==> src/rtl/core/dsb_pkg.sv <==
`default_nettype none
// ----------------------------------------------------------------------------
// dsb_pkg
// Shared types and constants of the domain suffix blocklist: function codes,
// table states, sequencer states and the compare unit's interface.
// ----------------------------------------------------------------------------
package dsb_pkg;

  localparam int ENTRY_DEPTH_DEF = 4096;
  localparam int TEXT_BYTES_DEF  = 65536;
  localparam int NAME_MAX_DEF    = 253;

  localparam int DROP_W = 16;
  localparam logic [DROP_W-1:0] DROP_MAX = '1;

  localparam logic [1:0] FUNC_ADD   = 2'd0;
  localparam logic [1:0] FUNC_FIN   = 2'd1;
  localparam logic [1:0] FUNC_QUERY = 2'd2;
  localparam logic [1:0] FUNC_CLEAR = 2'd3;

  localparam logic [1:0] MODE_EMPTY   = 2'd0;
  localparam logic [1:0] MODE_LOADING = 2'd1;
  localparam logic [1:0] MODE_ACTIVE  = 2'd2;

  localparam logic [7:0] DOT_BYTE = 8'h2E;
  localparam logic [7:0] NUL_BYTE = 8'h00;

  typedef enum logic [1:0] {
    CMP_LT,
    CMP_EQ,
    CMP_GT
  } cmp_res_t;

  typedef enum logic {
    CMP_ENTRY,
    CMP_PREFIX
  } cmp_mode_t;

  typedef struct packed {
    logic     done;
    cmp_res_t res;
  } cmp_step_t;

  typedef enum logic [4:0] {
    S_IDLE,
    S_ADD,
    S_QRY,
    S_QS_ISSUE,
    S_QS_EVAL,
    S_BS_MID,
    S_BS_OFF,
    S_BS_DEC,
    S_FIN,
    S_BUILD,
    S_SK_ROOT,
    S_SK_LOADV,
    S_SK_TOP,
    S_SK_C0,
    S_SK_C1,
    S_SK_PICK,
    S_SK_CMP,
    S_SK_DEC,
    S_SK_FIN,
    S_EX,
    S_EX_V,
    S_EX_T,
    S_DD_INIT,
    S_DD_P,
    S_DD_RD,
    S_DD_C,
    S_DD_DEC,
    S_C_ISSUE,
    S_C_EVAL,
    S_RESULT
  } state_t;

endpackage
`default_nettype wire

==> src/rtl/core/dsb_cmp.sv <==
`default_nettype none
// ----------------------------------------------------------------------------
// dsb_cmp
// Byte step of the shared string compare unit: decides, from one byte pair,
// whether an entry-to-entry or entry-to-prefix compare is settled.
// ----------------------------------------------------------------------------
module dsb_cmp (
  input  wire dsb_pkg::cmp_mode_t mode,
  input  wire logic [7:0]         x,
  input  wire logic [7:0]         y,
  input  wire logic               at_end,
  output dsb_pkg::cmp_step_t      step
);
  import dsb_pkg::*;

  cmp_res_t ne_res;

  assign ne_res = (x < y) ? CMP_LT : CMP_GT;

  always_comb begin
    step.done = 1'b0;
    step.res  = CMP_EQ;
    unique case (mode)
      CMP_PREFIX: begin
        if (at_end) begin
          step.done = 1'b1;
          step.res  = (x == NUL_BYTE) ? CMP_EQ : CMP_GT;
        end else if (x == NUL_BYTE) begin
          step.done = 1'b1;
          step.res  = CMP_LT;
        end else if (x != y) begin
          step.done = 1'b1;
          step.res  = ne_res;
        end
      end
      CMP_ENTRY: begin
        if (x != y) begin
          step.done = 1'b1;
          step.res  = ne_res;
        end else if (x == NUL_BYTE) begin
          step.done = 1'b1;
          step.res  = CMP_EQ;
        end
      end
      default: begin
        step.done = 1'b1;
      end
    endcase
  end

endmodule
`default_nettype wire

==> config.mk <==
export PLATFORM = sky130hd
export DESIGN_NAME = dsb_cmp
export DESIGN_NICKNAME = d
export VERILOG_FILES = /design/src/rtl/core/dsb_pkg.sv /design/src/rtl/core/dsb_cmp.sv
export SDC_FILE = /design/constraint.sdc
export NUM_CORES = 1
export LEC_CHECK = 0
export BUFFER_PORTS_ARGS = -buffer_cell sky130_fd_sc_hd__buf_2
export CORE_AREA = 5 5 42 44
export DETAILED_ROUTE_END_ITERATION = 16
export DIE_AREA = 0 0 47 49
export PLACE_DENSITY_LB_ADDON = 0.25
export SLEW_MARGIN = 15
export SYNTH_ARGS = -nofsm -noshare
export SYNTH_HDL_FRONTEND = slang
export SYNTH_SLANG_ARGS = --single-unit
==> constraint.sdc <==
create_clock -name vclk -period 2.3
set_clock_uncertainty 0.2 [all_clocks]
set_input_delay 0.46 -clock vclk [all_inputs]
set_output_delay 0.46 -clock vclk [all_outputs]
set_load 0.01 [all_outputs]
==> impl_metrics.csv, run 1 <==
group,metric,value,unit
run_status,outcome,"complete, no violations",
power_and_ir_drop,swShare,46.6,%
synth,synth_fa_ha_area_share,34.5,%
timing,worst_pin_slew,0.256,ns
route,wl,840,um
power_and_ir_drop,p_sw,0.0389,mW
worst_hold_path,hold_depth,3,
power_and_ir_drop,powerDensity,154,nW/um2
layout,regArea,0,um2
global_route,grt_pass1_vias,311,
layout,nClkBuffers,0,
layout,diodes,0,
route,dr.pass1.iters,2,
synth,synthCells,35,
global_route,grt_pass1_wl,1140,um
layout,area_delta_synth_final,87.1,%
layout,finalNonFillerCells,78,
synth,synth_top_cell_by_area,"ha_1",
placed_design,dpl.hpwl,668,um
floorplanning,initial_core_util,20.7,%
synth,synthMuxAreaShare,5.17,%
power_and_ir_drop,vdd_drop_max,0.0576,mV
worst_hold_path,hold_end,"step[0]",
synth,synth-simple-area-share,30.2,%
floorplanning,design.die.area,2300,um2
synth,synth_compound_area_share,18.5,%
timing,relSlewSlack,82.8,%
route,routed-via-count,349,
floorplanning,coreArea,1400,um2
route,first_iter_violations,2,
route,routedWlPerCell,10.8,um
flow_run,cap_violations,0,
synth,ys_warn_count,0,
worst_setup_path,path_max_fanout,3,
global_route,grt_usage,5.89,%
power_and_ir_drop,total_leakage_power,0.264,nW
route,ant_nets,0,
timing,fmax,441,MHz
worst_setup_path,arrival,1.61,ns
route,drc,0,
route,drt-vias-per-instance,4.47,
floorplanning,rows,14,
layout,finalNetCount,90,
power_and_ir_drop,clkPwrFrac,0,%
layout,layout-drive-gt1-share,66.1,%
worst_setup_path,cp-end-kind,"primary output",
layout,layout_commonest_cell,"buf_2",
floorplanning,die-width,47,um
worst_hold_path,hp-start,"at_end",
worst_setup_path,startpoint_type,"input port",
worst_hold_path,min_path_type,"in2out",
timing,fin_crit_sh,98.6,%
timing,setup_violations,0,
timing,final-max-slew-violation-count,0,
power_and_ir_drop,power_frac_comb,100.0,%
worst_setup_path,worstSetupPathType,"in2out",
floorplanning,die_y,49,um
worst_setup_path,required,1.64,ns
global_route,antenna_found_initial,0,
placed_design,dp_cells,76,
synth,ys_seq_area_share,0,%
global_route,grt_max_degree,4,
layout,final_cell_mix,"buf_2 (19), inv_1 (7), buf_4 (7)",
power_and_ir_drop,p_seq_share,0,%
synth,synth_area_per_cell,8.29,um2
global_route,grt-ovfl-total,0,
placed_design,port_buffers,21,
synth,synth_top_area_share,34.5,%
synth,syn_nets,61,
power_and_ir_drop,intPower,0.0446,mW
synth,yosys.area_share.xor_xnor,0,%
placed_design,gp_congestion,0.606,
floorplanning,ios,21,
timing,finalCriticalPeriod,2.27,ns
timing,finalHoldViolCount,0,
synth,synth.distinct_cells,15,
layout,fin_util,38.8,%
synth,syn_area,290,um2
layout,nFlopsAndLatches,0,
synth,synth_area_leaders,"ha_1 (34%), nor4_4 (15%), inv_1 (12%), mux2_4 (5.2%), a211oi_2 (4.3%)",
layout,fill_cells,158,
synth,synth_top_family_by_area,"adder cells",
-- critical path: stages --
cell	delay (ns)
buf_2	0.13
ha_4	0.28
nand4_1	0.11
a211oi_2	0.29
buf_4	0.16
a211oi_2	0.03
buf_2	0.14
-- metrics by stage --
step / setup TNS (ns) / area, um2 / total power [mW] / hold WS (ns) / worst slack [ns]
3_3_place_gp: 0 / 445 / 0.0650 / 1.09 / 0.0101
3_5_place_dp: 0 / 445 / 0.0654 / 1.09 / 0.0157
6_report: 0 / 543 / 0.0835 / 1.08 / 0.0333
2_1_floorplan: 0 / 290 / 0.0297 / 0.855 / 0.203
5_1_grt: -0.0170 / 543 / 0.0931 / 1.10 / -0.0170
4_1_cts: 0 / 445 / 0.0658 / 1.09 / 0.0129
-- worst max path at each step --
stage,start,endpoint,slack [ns]
finish,x[3],step[1],0.03
global route,y[3],step[1],-0.02
CTS,y[6],step[1],0.01
detailed placement,y[6],step[1],0.02
global placement,y[6],step[1],0.01
floorplan,y[1],step[1],0.20
-- repair_timing --
action,in CTS,in global routing
gates resized for setup,0,11
hold buffers,0,0
endpoints found under the setup margin,0,2
buffers inserted,0,2
-- power groups by stage --
stage | sequential (mW) | clock, mW | combinational, mW
2_1_floorplan | 0 | 0 | 0.0297
3_3_place_gp | 0 | 0 | 0.0650
3_5_place_dp | 0 | 0 | 0.0654
4_1_cts | 0 | 0 | 0.0658
5_1_grt | 0 | 0 | 0.0931
6_report | 0 | 0 | 0.0835
-- layer usage --
layer / up-vias / part of all wire (%) / GRT usage [%]
li1: 182 / - / -
met1: 158 / 40 / 8.26
met2: 9 / 56 / 10.2
met3: 0 / 4.5 / 0.369
met4: 0 / 0 / 0
met5: - / 0 / 0
-- synthesized netlist by cell type --
cell type and instances:
nand3_2 1, nand2_1 3, a211oi_2 1, mux2_4 1, nand4_1 2, a221oi_1 1
nor2b_1 1, a21oi_1 2, nand3_1 1, a21o_1 1, a211oi_1 1, ha_1 8
inv_1 9, o211ai_1 1, nor4_4 2
-- cell type report --
type | count | area (um2) | share of cell area (%)
multi-input combinational | 26 | 330 | 60.8
tap | 16 | 20.0 | 3.69
inverter | 9 | 33.8 | 6.22
timing repair buffer | 27 | 159 | 29.3
-- logic make-up (layout without fill, tap and decap cells) --
group / after synthesis / after routing
compound gates: 7 / 7
fa+ha+maj: 8 / 8
simple gates: 10 / 10
mux: 1 / 1
buf+inv: 9 / 36
(Power assumes the default switching activity.)
==> run 2, diff against run 1 <==
--- a/config.mk
+++ b/config.mk
@@ -5,6 +5,7 @@
 export SDC_FILE = /design/constraint.sdc
 export NUM_CORES = 1
 export LEC_CHECK = 0
+export ABC_AREA = 1
 export BUFFER_PORTS_ARGS = -buffer_cell sky130_fd_sc_hd__buf_2
 export CORE_AREA = 5 5 42 44
 export DETAILED_ROUTE_END_ITERATION = 16
==> run 2 against run 1 <==
Compared with the run above: sequential share of layout area unchanged; combinational power decreased by 23%; worst setup slack improved by 0.14 ns; final cell count increased by 19%; non-clock buffer count decreased by 6; count of clock-buffer cells in the layout unchanged; worst hold slack improved by 0.020 ns; maximum frequency increased by 6.6%; die area unchanged; power decreased by 23%; utilization decreased by 7.4 points.
==> impl_metrics.csv, run 2 <==
group,metric,value,unit
run_status,outcome,"complete, no violations",
floorplanning,die-width,47,um
route,ant_nets,0,
worst_setup_path,cp_common_cell,"buf_2",
timing,relSlewSlack,91.9,%
worst_setup_path,cpPeakStageDelay,0.28,ns
layout,nFlopsAndLatches,0,
synth,synth_top_area_share,31.9,%
route,drc,0,
layout,multiInputGateArea,258,um2
worst_setup_path,cp-endpoint,"step[2]",
global_route,grt-ovfl-total,0,
route,first_iter_violations,0,
worst_setup_path,path_buf_inv,2,
layout,diodes,0,
worst_setup_path,cp-startpoint,"x[3]",
layout,nClkBuffers,0,
flow_run,cap_violations,0,
placed_design,gp_congestion,0.654,
synth,ys_seq_area_share,0,%
floorplanning,design.die.area,2300,um2
cts,post_cts_resized,0,
global_route,grt_max_degree,4,
timing,fmax,470,MHz
route,routed-via-count,356,
placed_design,port_buffers,21,
synth,synth.distinct_cells,11,
worst_setup_path,worstSetupPathType,"in2out",
worst_hold_path,min_path_type,"in2out",
synth,yosysMostFrequentCell,"nand2_1",
global_route,antenna_found_initial,0,
timing,finalHoldViolCount,0,
synth,synth_area_per_cell,5.61,um2
route,wl,639,um
layout,regArea,0,um2
timing,final-max-slew-violation-count,0,
floorplanning,rows,14,
floorplanning,die_y,49,um
worst_setup_path,slowest_stage,"ha_1",
timing,hold-worst-slack,1.10,ns
timing,worst_pin_slew,0.122,ns
worst_setup_path,critPathTopFamily,"simple AND/OR/NAND/NOR gates",
floorplanning,initial_core_util,22.4,%
layout,fill_cells,168,
timing,rsz0062_at_grt,"no",
synth,synth_top_cell_by_area,"ha_1",
synth,yosys-top-cells-count,"nand2_1 (17), inv_1 (15), ha_1 (8), nor2_1 (5), a21oi_1 (3)",
timing,tns,0,ns
worst_setup_path,arrival,1.47,ns
power_and_ir_drop,total_leakage_power,0.295,nW
global_route,grt_pass1_vias,319,
synth,synth_area_leaders,"ha_1 (32%), nand2_1 (20%), inv_1 (18%), nor2_1 (6.0%), a21oi_1 (4.8%)",
power_and_ir_drop,vdd_drop_max,0.0525,mV
layout,layout_commonest_cell,"buf_2",
synth,synthCells,56,
layout,final_cell_mix,"buf_2 (21), nand2_1 (17), inv_1 (15)",
worst_setup_path,cp_num_cells,7,
global_route,grt_pass1_wl,1200,um
cts,post-cts-setup-buffers,0,
route,dr.pass1.iters,1,
global_route,grt_usage,6.32,%
layout,layout-drive-gt1-share,35.1,%
placed_design,dpl.hpwl,608,um
worst_setup_path,path_max_fanout,2,
worst_setup_path,required,1.64,ns
worst_setup_path,cp-end-kind,"primary output",
layout,area_delta_synth_final,39.8,%
timing,finalCriticalPeriod,2.13,ns
timing,setup_violations,0,
synth,syn_nets,82,
cts,ctsHoldBuffers,0,
timing,fin_crit_sh,92.5,%
route,routedWlPerCell,6.87,um
synth,syn_area,314,um2
layout,finalNetCount,105,
worst_setup_path,startpoint_type,"input port",
power_and_ir_drop,powerDensity,146,nW/um2
synth,ys_warn_count,0,
worst_setup_path,path_cells,"buf_2 -> ha_1 -> nand2_1 -> nor2_2 -> nand3_2 -> or2_1 -> buf_2",
route,drt-vias-per-instance,3.83,
floorplanning,ios,21,
floorplanning,coreArea,1400,um2
==> run 2: cell types whose count changed after synthesis, moves of 2 or more <==
cell,before,now
nor4_4,2,0
nand4_1,2,0
nand2_2,0,2
nor2_1,0,5
nand2_1,3,17
inv_1,9,15
nor2_2,0,2
==> run 2: how the worst min path moves through the flow <==
stage	startpoint	end	slack [ns]	cells past startpoint
6_report	mode	step[1]	1.10	5
5_1_grt	mode	step[1]	1.14	5
4_1_cts	mode	step[1]	1.11	5
3_5_place_dp	mode	step[1]	1.10	5
3_3_place_gp	at_end	step[0]	1.09	5
2_1_floorplan	mode	step[1]	0.87	3
==> run 2: where the power goes <==
group	leakage (nW)	internal, mW	switching (mW)
Sequential	0	0	0
Clock	0	0	0
Combinational	0.295	0.0311	0.0331
==> run 2: kinds of logic (layout without fill, tap and decap cells) <==
kind of cell | count (synthesis) | count (layout) | synth area share [%]
buffers and inverters | 15 | 36 | 17.9
AO/OA/AOI/OAI | 3 | 3 | 4.78
AND/OR/NAND/NOR | 30 | 30 | 45.4
adder cells (fa/ha/maj) | 8 | 8 | 31.9
==> run 2: through the flow <==
step	worst slack, ns	instances	util (%)	power, mW	area, um2
global route	0.0780	93	31.3	0.0768	439
CTS	0.162	93	31.3	0.0656	439
finish	0.173	93	31.3	0.0642	439
floorplan	0.388	56	-	0.0404	314
global placement	0.175	93	31.3	0.0652	439
detailed placement	0.163	93	31.3	0.0651	439
==> run 2: layout make-up <==
class | count | area share (%)
inverters | 15 | 12.8
multi-input cells | 41 | 58.7
well taps | 16 | 4.56
repair buffers | 21 | 23.9
==> run 2: per-layer routing <==
layer	vias to the layer above	track usage (%)	routed length [um]
met5	-	0	0
met4	0	0	0
met2	12	11.1	291
met3	0	0.369	70
met1	135	8.70	278
li1	209	-	-
==> run 2: worst min-delay path: cells and delay by family <==
| kind | cells | cell delay (ns) |
|---|---|---|
| AND/OR/NAND/NOR | 2 | 0.12 |
| buffers and inverters | 2 | 0.23 |
| AO/OA/AOI/OAI | 1 | 0.04 |
